===== src/sv/icf_pkg.sv =====
// Package of the 3x3 filter: sizes, word types, register codes and kernel tables.
package icf_pkg;

  // Image limits and field widths
  localparam int MAX_WIDTH  = 1024;
  localparam int MAX_HEIGHT = 1024;
  localparam int PIX_W      = 8;
  localparam int VAL_W      = 13;
  localparam int DIM_W      = 11;
  localparam int COL_W      = $clog2(MAX_WIDTH);
  localparam int ROW_W      = $clog2(MAX_HEIGHT + 1) + 1;
  localparam int OIDX_W     = 20;
  localparam int TOT_W      = OIDX_W + 1;
  localparam int REM_W      = $clog2(MAX_WIDTH + 1);
  localparam int DIVC_W     = $clog2(OIDX_W);
  localparam int NUM_TAPS   = 9;
  localparam int COEF_W     = 4;

  // Register file
  localparam int ADDR_W     = 4;
  localparam int REG_IDX_W  = 2;
  localparam int DATA_W     = 32;
  localparam logic [REG_IDX_W-1:0] REG_KERNEL = 2'd0;
  localparam logic [REG_IDX_W-1:0] REG_WIDTH  = 2'd1;
  localparam logic [REG_IDX_W-1:0] REG_HEIGHT = 2'd2;

  localparam logic [DIM_W-1:0] RESET_WIDTH  = 11'd640;
  localparam logic [DIM_W-1:0] RESET_HEIGHT = 11'd480;
  localparam logic [TOT_W-1:0] RESET_TOTAL  = TOT_W'(640 * 480);

  typedef enum logic [1:0] {
    KERNEL_EMBOSS  = 2'd0,
    KERNEL_EDGE    = 2'd1,
    KERNEL_SHARPEN = 2'd2,
    KERNEL_BLUR    = 2'd3
  } kernel_e;

  typedef struct packed {
    logic [PIX_W-1:0] pixel;
    logic             is_flush;
  } in_word_t;

  typedef struct packed {
    logic signed [VAL_W-1:0] value;
    logic                    last;
  } out_word_t;

  // Effective configuration, dimensions already clamped
  typedef struct packed {
    kernel_e          kernel;
    logic [DIM_W-1:0] width;
    logic [DIM_W-1:0] height;
  } cfg_t;

  // Per-word control from the position tracker
  typedef struct packed {
    logic             step;
    logic             emit;
    logic             border;
    logic             last;
    logic [PIX_W-1:0] pix;
    logic [COL_W-1:0] col;
  } item_t;

  typedef logic signed [COEF_W-1:0] coef_t;
  typedef coef_t [0:NUM_TAPS-1] kernel_t;

  // Coefficients in row-major order, top row first
  function automatic kernel_t kernel_coefs(kernel_e sel);
    kernel_t k;
    unique case (sel)
      KERNEL_EMBOSS:  k = '{4'sd2, -4'sd1, 4'sd0, -4'sd1, 4'sd1, 4'sd1, 4'sd0, 4'sd1, 4'sd2};
      KERNEL_EDGE:    k = '{-4'sd1, 4'sd0, 4'sd1, -4'sd2, 4'sd0, 4'sd2, -4'sd1, 4'sd0, 4'sd1};
      KERNEL_SHARPEN: k = '{4'sd1, -4'sd2, 4'sd1, -4'sd2, 4'sd5, -4'sd2, 4'sd1, -4'sd2, 4'sd1};
      KERNEL_BLUR:    k = '{4'sd1, 4'sd1, 4'sd1, 4'sd1, 4'sd1, 4'sd1, 4'sd1, 4'sd1, 4'sd1};
      default:        k = '0;
    endcase
    return k;
  endfunction

  // Pixel times a small kernel coefficient, built from shifts
  function automatic logic signed [VAL_W-1:0] tap_term(logic [PIX_W-1:0] p, coef_t c);
    logic signed [VAL_W-1:0] pe;
    logic signed [VAL_W-1:0] r;
    pe = {{(VAL_W-PIX_W){1'b0}}, p};
    case (c)
      4'sd1:   r = pe;
      -4'sd1:  r = -pe;
      4'sd2:   r = pe <<< 1;
      -4'sd2:  r = -(pe <<< 1);
      4'sd5:   r = (pe <<< 2) + pe;
      default: r = '0;
    endcase
    return r;
  endfunction

endpackage


===== src/sv/icf_window_mac.sv =====
// 3x3 window, kernel sum and output register.
module icf_window_mac (
  input  logic                        clk_i,
  input  logic                        rst_ni,
  input  icf_pkg::item_t              item_i,
  input  logic [icf_pkg::PIX_W-1:0]   top_i,
  input  logic [icf_pkg::PIX_W-1:0]   mid_i,
  input  icf_pkg::kernel_e            kernel_i,
  input  logic                        out_ready_i,
  output logic                        out_valid_o,
  output icf_pkg::out_word_t          out_data_o,
  output logic                        free_o
);

  logic                          s1_valid_q;
  logic                          s1_emit_q;
  logic                          s1_border_q;
  logic                          s1_last_q;
  logic [icf_pkg::PIX_W-1:0]     s1_pix_q;
  logic [icf_pkg::PIX_W-1:0]     col0_q [3];
  logic [icf_pkg::PIX_W-1:0]     col1_q [3];
  logic                          out_valid_q;
  icf_pkg::out_word_t            out_q;

  logic                          adv;
  logic [icf_pkg::PIX_W-1:0]     taps [icf_pkg::NUM_TAPS];
  icf_pkg::kernel_t              coefs;
  logic signed [icf_pkg::VAL_W-1:0] sum;
  logic signed [icf_pkg::VAL_W-1:0] value_d;

  assign adv         = s1_valid_q && (!s1_emit_q || !out_valid_q || out_ready_i);
  assign free_o      = !s1_valid_q || adv;
  assign out_valid_o = out_valid_q;
  assign out_data_o  = out_q;

  // Hold the accepted word while its line store reads come back
  always_ff @(posedge clk_i or negedge rst_ni) begin
    if (!rst_ni) begin
      s1_valid_q  <= 1'b0;
      s1_emit_q   <= 1'b0;
      s1_border_q <= 1'b0;
      s1_last_q   <= 1'b0;
      s1_pix_q    <= '0;
    end else if (item_i.step) begin
      s1_valid_q  <= 1'b1;
      s1_emit_q   <= item_i.emit;
      s1_border_q <= item_i.border;
      s1_last_q   <= item_i.last;
      s1_pix_q    <= item_i.pix;
    end else if (adv) begin
      s1_valid_q  <= 1'b0;
    end
  end

  // Shift the window left as each word leaves
  always_ff @(posedge clk_i or negedge rst_ni) begin
    if (!rst_ni) begin
      for (int r = 0; r < 3; r++) begin
        col0_q[r] <= '0;
        col1_q[r] <= '0;
      end
    end else if (adv) begin
      for (int r = 0; r < 3; r++) begin
        col0_q[r] <= col1_q[r];
      end
      col1_q[0] <= top_i;
      col1_q[1] <= mid_i;
      col1_q[2] <= s1_pix_q;
    end
  end

  // Gather taps row-major and sum them against the kernel
  always_comb begin
    taps[0] = col0_q[0];
    taps[1] = col1_q[0];
    taps[2] = top_i;
    taps[3] = col0_q[1];
    taps[4] = col1_q[1];
    taps[5] = mid_i;
    taps[6] = col0_q[2];
    taps[7] = col1_q[2];
    taps[8] = s1_pix_q;
  end

  assign coefs = icf_pkg::kernel_coefs(kernel_i);

  always_comb begin
    sum = '0;
    for (int t = 0; t < icf_pkg::NUM_TAPS; t++) begin
      sum = sum + icf_pkg::tap_term(taps[t], coefs[t]);
    end
  end

  // Border pixels pass the center tap through
  assign value_d = s1_border_q ? {{(icf_pkg::VAL_W-icf_pkg::PIX_W){1'b0}}, col1_q[1]} : sum;

  // Output register
  always_ff @(posedge clk_i or negedge rst_ni) begin
    if (!rst_ni) begin
      out_valid_q <= 1'b0;
    end else if (adv && s1_emit_q) begin
      out_valid_q <= 1'b1;
    end else if (out_ready_i) begin
      out_valid_q <= 1'b0;
    end
  end

  always_ff @(posedge clk_i) begin
    if (adv && s1_emit_q) begin
      out_q.value <= value_d;
      out_q.last  <= s1_last_q;
    end
  end

endmodule


===== config.mk =====
export PLATFORM = sky130hd
export DESIGN_NAME = icf_window_mac
export DESIGN_NICKNAME = d
export VERILOG_FILES = /design/src/sv/icf_pkg.sv /design/src/sv/icf_window_mac.sv
export SDC_FILE = /design/constraint.sdc
export NUM_CORES = 1
export LEC_CHECK = 0
export ABC_AREA = 1
export BUFFER_PORTS_ARGS = -buffer_cell sky130_fd_sc_hd__buf_2
export CORE_UTILIZATION = 41
export DETAILED_ROUTE_END_ITERATION = 8
export PLACE_DENSITY = 0.64
export SYNTH_ARGS = -nofsm -noshare
export SYNTH_HDL_FRONTEND = slang
export SYNTH_SLANG_ARGS = --single-unit
export TNS_END_PERCENT = 1

===== constraint.sdc =====
create_clock -name clk_i -period 9.35 [get_ports clk_i]
set_input_delay 1.4025 -clock clk_i [delete_from_list [all_inputs] [get_ports clk_i]]
set_output_delay 1.4025 -clock clk_i [all_outputs]
set_load 0.005 [all_outputs]

==> results of run 1 <==
cell families (layout without fill, tap and decap cells):
family                     after synthesis  after routing  synth area share [%]
adders and majority gates              110            110                  25.6
AOI/OAI and AO/OA                      210            210                  15.6
buffers and inverters                  231            268                  11.5
and+or+nand+nor                        353            353                  19.2
DFF                                     75             75                  25.7
xor gates and xnor gates                21             21                  2.43
per-layer routing:
| metal | vias up | part of all wire [%] | global-route usage (%) |
|---|---|---|---|
| met4 | 0 | 2.0 | 7.07 |
| met3 | 25 | 5.4 | 3.65 |
| met2 | 194 | 47 | 37.0 |
| met5 | - | 0 | 0 |
| li1 | 3235 | - | - |
| met1 | 3128 | 46 | 32.3 |
cells in the final DEF (no fill, tap or decap), types with 5 or more instances in the layout:
cell,count
xnor2_1,6
nor3_1,10
clkbuf_16,10
a22oi_1,6
o22ai_1,16
ha_1,35
o21ai_0,114
a31oi_1,7
dfrtp_1,61
nand4_1,5
nor2_1,83
inv_1,193
nand3_1,37
inv_2,7
a21oi_1,38
fa_1,75
buf_2,48
o221ai_1,11
nand2_1,204
xor2_1,15
edfxtp_1,14
report_power, final:
group	internal [mW]	switching, mW	total [mW]
Combinational	0.890	1.42	2.31
Clock	0.225	0.156	0.381
Sequential	0.459	0.0475	0.507
worst max-delay path by stage:
| stage | to | cells past startpoint | slack [ns] |
|---|---|---|---|
| after floorplan | out_data_o[10] | 22 | 3.14 |
| after global placement | out_data_o[13] | 22 | 1.76 |
| after detailed placement | out_data_o[13] | 22 | 1.73 |
| after CTS | out_data_o[13] | 22 | 2.08 |
| after global routing | out_data_o[13] | 22 | 1.62 |
| final | out_data_o[13] | 22 | 2.03 |
final cells by class:
type / instances / area (sq um)
clock buffers: 10 / 250
clock inverters: 6 / 68.8
fillers: 1846 / 9690
inverters: 201 / 754
multi-input cells: 694 / 4770
flip-flops and latches: 75 / 1950
well taps: 229 / 287
repair buffers: 51 / 263
worst max-delay path: cells and delay by family:
family          cells  cell delay [ns]
compound gates      2             0.31
xor+xnor            1             0.16
simple gates        4             0.80
buf+inv             8             1.26
fa+ha+maj           7             3.47
flip-flops by register name (all words and copies together), names as in the netlist:
signal,count
col0_q,24
col1_q,24
out_data_o,14
s1_pix_q,8
out_valid_o,1
s1_border_q,1
s1_emit_q,1
s1_last_q,1
s1_valid_q,1
per-stage QoR:
step / util (%) / setup WS [ns] / hold WS (ns) / power (mW) / instances
6_report: 46.3 / 2.03 / 0.461 / 3.19 / 1266
5_1_grt: 46.3 / 1.62 / 0.478 / 3.67 / 1266
4_1_cts: 46.3 / 2.08 / 0.472 / 3.22 / 1266
3_5_place_dp: 44.5 / 1.73 / 0.455 / 2.81 / 1250
3_3_place_gp: 44.5 / 1.76 / 0.437 / 2.81 / 1250
2_1_floorplan: - / 3.14 / 0.425 / 2.32 / 1000
==> reports/results.ini, run 1 <==
[min_path]
worstHoldPathCells = 0
hold_class = register to register
worstHoldEndpoint = out_data_o[0]
min_from = s1_last_q

[logic_synthesis]
synth_top_area_share_pct = 20.2
yosys_warnings = 0
synthArstFlopShare_pct = 81.3
syn-num-nets = 1153
synth_flop_cell = dfrtp_1
synth_edf_count = 14
synthTopCellsByArea = dfrtp_1 20%, fa_1 20%, nand2_1 10%
yosysSeqAreaShare_pct = 25.7
syn-cell-area_sq_um = 7570
syn-mean-instance-area_sq_um = 7.57
synth.most_common_cell = nand2_1
synth-seq-cells = 75
ys_top_cells_by_count = 204 x nand2_1, 193 x inv_1, 114 x o21ai_0, 83 x nor2_1, 75 x fa_1
synthCells = 1000
synth_top_area_cell = dfrtp_1
ys_types = 38

[global_routing]
track_usage_pct = 23.2
gr-total-overflow = 0
antenna_found_initial = 0
grt_pass1_vias = 6290
grt_max_degree = 85
grt_pass1_wl_um = 32800

[power]
peakVddDrop_v = 0.000346
p_leak_nw = 4.17
powerDensity_nw_per_um2 = 383

[sta]
grt_setup_unrepaired = false
tightest_slew_ns = 0.854
slew_viol_final = 0
max_freq_ghz = 0.137
hold_viol_final = 0
finalSetupViolations = 0
finClkSkew_ns = 0.00813
fin_crit_sh_pct = 78.3
final.min_clock_period_ns = 7.32
tns_ns = 0
relSlewSlack_pct = 42.8

[cts]
tritoncts = done
clk_latency_ns = 0.35
postCtsSetupBuffers = 0
htreeDepth = 3
cts-resized-gates = 0
hold_buffers = 0
cts_num_sinks = 75
clockRootBuffer = clkbuf_16
clockBufferDepth = 2
cts_buffers = 9
clkSlewWorstSetupHoldPaths_ns = 0.06

[die]
core_sq_um = 18000
ios = 59
chipWidth_um = 138
die_y_um = 138
start_util_pct = 42.0
die_area_sq_um = 19000
rows = 49

[final_layout]
num_antenna_cells = 0
drive_above_1_share_pct = 8.49
area_growth_pct = 10.1
design_area_sq_um = 8340
nets = 1185

[critical_path]
r2r-end = out_data_o[13]
crit_type = input pin to register
required_ns = 9.46
slowest_delay_ns = 0.86
cp-end-kind = register
cp_slowest_cell = ha_1
cp_max_fo = 23
cpMostUsedCell = inv_1
arrival_ns = 7.43
reg2regPathDepth = 29
cp_cell_sequence = buf_2 -> inv_1 -> ha_1 -> clkinv_1 -> nand2_1 -> o21ai_0 -> fa_1 -> fa_1 -> fa_1 -> inv_1 -> fa_1 -> inv_1 -> ha_1 -> inv_1 -> fa_1 -> inv_1 -> nand3_1 -> nand4_1 -> xor2_1 -> inv_1 -> a21oi_1 -> nor2_1
r2r_slack_ns = 3.57
r2r-start = col1_q[10]
critPathLaunch = kernel_i[0]
start_kind = input pin

[placed_design]
place.port_buffers = 48
dpl.hpwl_um = 16000
gp_congestion = 0.926
place_area_sq_um = 8020

[route]
wl_per_cell_um = 15.8
drtIter0Drc = 558
drc_errors = 0
via_count = 6582
drt_wl_total_um = 20000
vias_per_cell = 5.20
dr.pass1.iters = 5
drtAntennaViolNets = 0

[run_status]
status = finished clean

[run]
max-cap-violations = 0

Power figures use the tool's default switching activity.
==> run 2, diff against run 1 <==
Clock period 9.35 ns to 7.3 ns, I/O delays scaled along.
==> run 2 against run 1 <==
- sequential cell count did not move
- critical endpoint is now out_data_o[10]
- total power rose by 30%
- count of clock-buffer cells in the layout rose by 1
- routed wire length fell by 0.61%
==> reports/results.ini, run 2 (synthesis gave the netlist of run 1 again) <==
[run_status]
status = finished clean

[cts]
clockRootBuffer = clkbuf_16
clk_latency_ns = 0.35  ; about the same
cts_buffers = 9  ; unchanged
clkSlewWorstSetupHoldPaths_ns = 0.06  ; about the same
cts-resized-gates = 0  ; unchanged
postCtsSetupBuffers = 0  ; unchanged
hold_buffers = 0  ; unchanged
cts_num_sinks = 75  ; unchanged
clockBufferDepth = 2  ; unchanged
tritoncts = done
htreeDepth = 3  ; unchanged

[placed_design]
gp_congestion = 0.929  ; +0.30%
place_area_sq_um = 8080  ; +0.75%
place_inst = 1258  ; +0.64%
dpl.hpwl_um = 16100  ; +1.0%
place.port_buffers = 48  ; unchanged

[run]
max-cap-violations = 0  ; unchanged

[global_routing]
grt_pass1_wl_um = 32300  ; -1.7%
gr-total-overflow = 0  ; unchanged
grt_max_degree = 86  ; +1.2%
antenna_found_initial = 0  ; unchanged
track_usage_pct = 22.9  ; -0.34 points
grt_pass1_vias = 6155  ; -2.1%

[sta]
hold_viol_final = 0  ; unchanged
tightest_slew_ns = 0.800  ; -0.0545 ns
relSlewSlack_pct = 46.7  ; +3.8 points
fin_crit_sh_pct = 87.8
final.min_clock_period_ns = 6.41
finalSetupViolations = 0  ; unchanged
slew_viol_final = 0  ; unchanged
finClkSkew_ns = 0.00358  ; -0.00456 ns
grt_setup_unrepaired = false
max_freq_ghz = 0.156
tns_ns = 0  ; unchanged

[route]
drt_wl_total_um = 19900  ; -0.61%
vias_per_cell = 5.12  ; -1.5%
drc_errors = 0  ; unchanged
dr.pass1.iters = 5  ; unchanged
drtIter0Drc = 456  ; -18%
wl_per_cell_um = 15.6  ; -1.2%
via_count = 6525  ; -0.87%
drtAntennaViolNets = 0  ; unchanged

[die]
rows = 49  ; unchanged
start_util_pct = 42.0  ; unchanged
chipWidth_um = 138  ; unchanged
die_area_sq_um = 19000  ; unchanged
core_sq_um = 18000  ; unchanged
ios = 59  ; unchanged
die_y_um = 138  ; unchanged

[critical_path]
path_delay_family = adder cells
required_ns = 7.40  ; -2.06 ns
start_kind = input pin
cp.buffers_inverters = 6  ; -2
cp_max_fo = 14  ; -39%
crit_type = input pin to register
cpMostUsedCell = inv_1
cp-end-kind = register
arrival_ns = 6.51  ; -0.92 ns
cp_slowest_cell = ha_1
cp_cell_sequence = buf_2 -> inv_1 -> ha_1 -> nand2_1 -> o221ai_1 -> nand2_1 -> fa_1 -> inv_1 -> fa_1 -> fa_1 -> inv_1 -> fa_1 -> inv_1 -> ha_1 -> inv_1 -> o21bai_1 -> a211oi_1 -> nor2_1 -> o21ai_0 -> nand2_1 -> o21ai_0 -> a21oi_1
slowest_delay_ns = 0.61  ; -0.25 ns

[power]
powerDensity_nw_per_um2 = 494  ; +29%
peakVddDrop_v = 0.000444  ; +28%
p_leak_nw = 4.20  ; +0.77%

[final_layout]
final_util_pct = 46.6  ; +0.30 points
multiInputGateArea_sq_um = 4770  ; unchanged
design_area_sq_um = 8390  ; +0.65%
nets = 1193  ; +0.68%
nFillCells = 1840  ; -0.33%
final_common_cell = nand2_1
seq_area_sq_um = 1950  ; unchanged
area_growth_pct = 10.8
final_cell_mix = 204 x nand2_1, 193 x inv_1, 114 x o21ai_0, 83 x nor2_1, 75 x fa_1
fin_cells = 1274  ; +0.63%
drive_above_1_share_pct = 9.00  ; +0.51 points
num_antenna_cells = 0  ; unchanged

[min_path]
hold_class = register to register

-- run 2: changes by cell type in the layout (fill, tap and decap cells not counted) --
cell,delta
buf_4,+8
clkbuf_1,+1
clkinv_1,+1
clkinv_2,-1
inv_6,-1
-- run 2: path summary, 6_finish.rpt --
check	slack (ns)	from	to	cells after the start
worst max-delay path	0.89	kernel_i[1]	out_data_o[10]	22
worst min register to register	0.46	s1_last_q	out_data_o[0]	0
min in group asynchronous	0.92	rst_ni	col0_q[6]	2
worst max register to register	1.53	col1_q[11]	out_data_o[13]	28
worst min-delay path	0.46	s1_last_q	out_data_o[0]	0
max in group asynchronous	5.87	rst_ni	col1_q[12]	2
-- run 2: routing by layer --
metal / vias up / wire [um] / track usage, %
met5: - / 0 / 0
met4: 0 / 682 / 9.54
met3: 40 / 1080 / 3.47
met2: 192 / 8950 / 35.4
met1: 3035 / 9170 / 31.8
li1: 3258 / - / -
-- run 2: cell type report --
type | instances | area share (%)
Sequential cell | 75 | 23.2
Clock buffer | 11 | 3.03
Clock inverter | 5 | 0.701
Multi-Input combinational cell | 694 | 56.8
Inverter | 201 | 8.99
Tap cell | 229 | 3.41
Timing Repair Buffer | 59 | 3.85
-- run 2: through the flow --
| stage | power [mW] | hold slack (ns) | worst slack (ns) |
|---|---|---|---|
| 5_1_grt | 4.69 | 0.483 | 0.468 |
| 3_3_place_gp | 3.61 | 0.443 | 0.657 |
| 6_report | 4.14 | 0.462 | 0.892 |
| 2_1_floorplan | 2.98 | 0.425 | 1.40 |
| 4_1_cts | 4.17 | 0.466 | 0.956 |
| 3_5_place_dp | 3.64 | 0.449 | 0.590 |
-- run 2: power by group --
group          switching [mW]  internal (mW)
clock                   0.195          0.287
sequential             0.0606          0.588
combinational            1.86           1.15
total                    2.12           2.03
-- run 2: worst reg2reg max path, delay by kind of cell, from the launching register on --
family / cells / cell delay [ns]
compound gates: 2 / 0.20
xor+xnor: 1 / 0.15
fa+ha+maj: 6 / 2.90
buf+inv: 6 / 0.44
flops: 1 / 0.45
simple gates: 13 / 1.38
==> run 3, diff against run 2 <==
--- a/config.mk
+++ b/config.mk
@@ -12,2 +12,3 @@
 export PLACE_DENSITY = 0.64
+export SKIP_LAST_GASP = 1
 export SYNTH_ARGS = -nofsm -noshare
==> constraint.sdc (replaced) <==
create_clock -name clk_i -period 7.3 [get_ports clk_i]
set_input_delay 0.73 -clock clk_i [delete_from_list [all_inputs] [get_ports clk_i]]
set_output_delay 0.73 -clock clk_i [all_outputs]
set_load 0.005 [all_outputs]
==> run 3 against run 2 <==
- clock skew rose by 0.0046 ns
- sequential share of layout area increased by 0.18 points
- count of clock-buffer cells in the layout decreased by 1
- critical path type unchanged
- critical endpoint is now out_data_o[13]
==> reports/results.ini, run 3 (synthesis gave the netlist of run 1 again) <==
[run_status]
status = finished clean

[final_layout]
num_antenna_cells = 0  ; unchanged
seq_area_sq_um = 1950  ; unchanged
final_cell_mix = 204 x nand2_1, 193 x inv_1, 114 x o21ai_0, 83 x nor2_1, 75 x fa_1
final_util_pct = 46.2  ; -0.35 points
drive_above_1_share_pct = 8.66  ; -0.33 points
nFillCells = 1854  ; +0.76%
fin_cells = 1268  ; -0.47%
final_common_cell = nand2_1
area_growth_pct = 9.96
nets = 1187  ; -0.50%
multiInputGateArea_sq_um = 4770  ; unchanged

[route]
drc_errors = 0  ; unchanged
drtAntennaViolNets = 0  ; unchanged
vias_per_cell = 5.09  ; -0.54%
wl_per_cell_um = 15.5  ; -0.80%
drt_wl_total_um = 19600  ; -1.3%
via_count = 6459  ; -1.0%
drtIter0Drc = 567  ; +24%
dr.pass1.iters = 7  ; +2

[cts]
htreeDepth = 3  ; unchanged
tritoncts = done
postCtsSetupBuffers = 0  ; unchanged
clk_latency_ns = 0.35  ; about the same
cts_buffers = 9  ; unchanged
clockRootBuffer = clkbuf_16
hold_buffers = 0  ; unchanged
cts_num_sinks = 75  ; unchanged
clkSlewWorstSetupHoldPaths_ns = 0.06  ; about the same
cts-resized-gates = 0  ; unchanged
clockBufferDepth = 2  ; unchanged

[critical_path]
required_ns = 7.41  ; about the same
start_kind = input pin
cp_max_fo = 14  ; unchanged
arrival_ns = 6.31  ; -0.20 ns
cp.buffers_inverters = 10  ; +4
cp-end-kind = register
path_delay_family = adder cells
r2r-start = col1_q[10]
r2r_slack_ns = 1.44  ; -0.09 ns
cpMostUsedCell = inv_1
cp_cell_sequence = buf_2 -> inv_1 -> ha_1 -> nor2_1 -> inv_1 -> o22ai_1 -> inv_1 -> fa_1 -> inv_1 -> fa_1 -> inv_1 -> fa_1 -> fa_1 -> inv_1 -> ha_1 -> inv_1 -> fa_1 -> inv_1 -> nand3_1 -> nand4_1 -> xor2_1 -> inv_1 -> a21oi_1 -> nor2_1
r2r-end = out_data_o[13]
reg2regPathDepth = 29  ; +3.6%
slowest_delay_ns = 0.76  ; +0.15 ns
crit_type = input pin to register
cp_slowest_cell = nor2_1

[global_routing]
grt_max_degree = 87  ; +1.2%
grt_pass1_wl_um = 32600  ; +1.1%
gr-total-overflow = 0  ; unchanged
grt_pass1_vias = 6283  ; +2.1%
antenna_found_initial = 0  ; unchanged
track_usage_pct = 22.9  ; +0.056 points

[min_path]
min_from = s1_last_q
worstHoldEndpoint = out_data_o[0]
hold_class = register to register
worstHoldPathCells = 0  ; unchanged

[sta]
fin_crit_sh_pct = 85.0  ; -2.8 points
finalSetupViolations = 0  ; unchanged
tightest_slew_ns = 0.866  ; +0.0663 ns
grt_setup_unrepaired = false
finClkSkew_ns = 0.00821  ; +0.00464 ns
max_freq_ghz = 0.161  ; +3.3%
slew_viol_final = 0  ; unchanged
tns_ns = 0  ; unchanged
hold_viol_final = 0  ; unchanged
relSlewSlack_pct = 42.0  ; -4.6 points
final.min_clock_period_ns = 6.21  ; -0.203 ns

[placed_design]
gp_congestion = 0.917  ; -1.3%
place_inst = 1252  ; -0.48%
place.port_buffers = 48  ; unchanged
dpl.hpwl_um = 15800  ; -2.3%

[power]
swShare_pct = 51.1  ; about the same
powerDensity_nw_per_um2 = 488  ; -1.2%
peakVddDrop_v = 0.000429  ; -3.3%
p_sw_mw = 2.07  ; -1.9%
p_clk_share_pct = 11.0  ; -0.6 points
power_frac_comb_pct = 73.0  ; +0.3 points
p_leak_nw = 4.16  ; -0.87%
p_int_mw = 1.99  ; -2.0%
p_seq_share_pct = 15.9  ; +0.2 points

[die]
die_area_sq_um = 19000  ; unchanged
core_sq_um = 18000  ; unchanged
die_y_um = 138  ; unchanged
start_util_pct = 42.0  ; unchanged
ios = 59  ; unchanged
chipWidth_um = 138  ; unchanged
rows = 49  ; unchanged

[run]
max-cap-violations = 0  ; unchanged

==> run 3: how the worst max path moves through the flow <==
stage                startpoint             end  slack (ns)  depth (start not counted)
floorplan           kernel_i[1]  out_data_o[10]        1.76                         22
global placement    kernel_i[1]  out_data_o[10]        0.86                         23
detailed placement  kernel_i[1]  out_data_o[13]        0.81                         24
CTS                 kernel_i[1]  out_data_o[13]        1.16                         24
global route        kernel_i[1]  out_data_o[10]        0.60                         23
finish              kernel_i[1]  out_data_o[13]        1.09                         24
==> run 3: routing by layer <==
metal / track usage, % / wire length, um / vias up
met2: 35.7 / 8850 / 173
li1: - / - / 3242
met5: 0 / 0 / -
met3: 3.58 / 946 / 38
met1: 31.8 / 9210 / 3006
met4: 8.88 / 623 / 0
==> run 3: final cells by class <==
| cell class | instances | share of cell area, % |
|---|---|---|
| clock buffers | 10 | 3.01 |
| clock inverters | 6 | 0.526 |
| inverters | 201 | 9.06 |
| repair buffers | 53 | 3.34 |
| flip-flops and latches | 75 | 23.4 |
| well taps | 229 | 3.44 |
| multi-input cells | 694 | 57.3 |
==> run 3: metrics by stage <==
stage	power [mW]	instance area (sq um)	setup WS [ns]	hold slack (ns)
CTS	4.09	8330	1.16	0.462
detailed placement	3.62	8030	0.812	0.440
finish	4.06	8330	1.09	0.456
global placement	3.60	8030	0.860	0.434
global route	4.68	8330	0.601	0.492
floorplan	2.98	7570	1.76	0.425
==> run 3: power by group through the flow <==
| stage | registers, mW | logic, mW | clock network [mW] |
|---|---|---|---|
| CTS | 0.647 | 2.99 | 0.458 |
| global route | 0.661 | 3.55 | 0.474 |
| global placement | 0.655 | 2.94 | 0 |
| finish | 0.648 | 2.96 | 0.449 |
| detailed placement | 0.654 | 2.96 | 0 |
| floorplan | 0.645 | 2.33 | 0 |
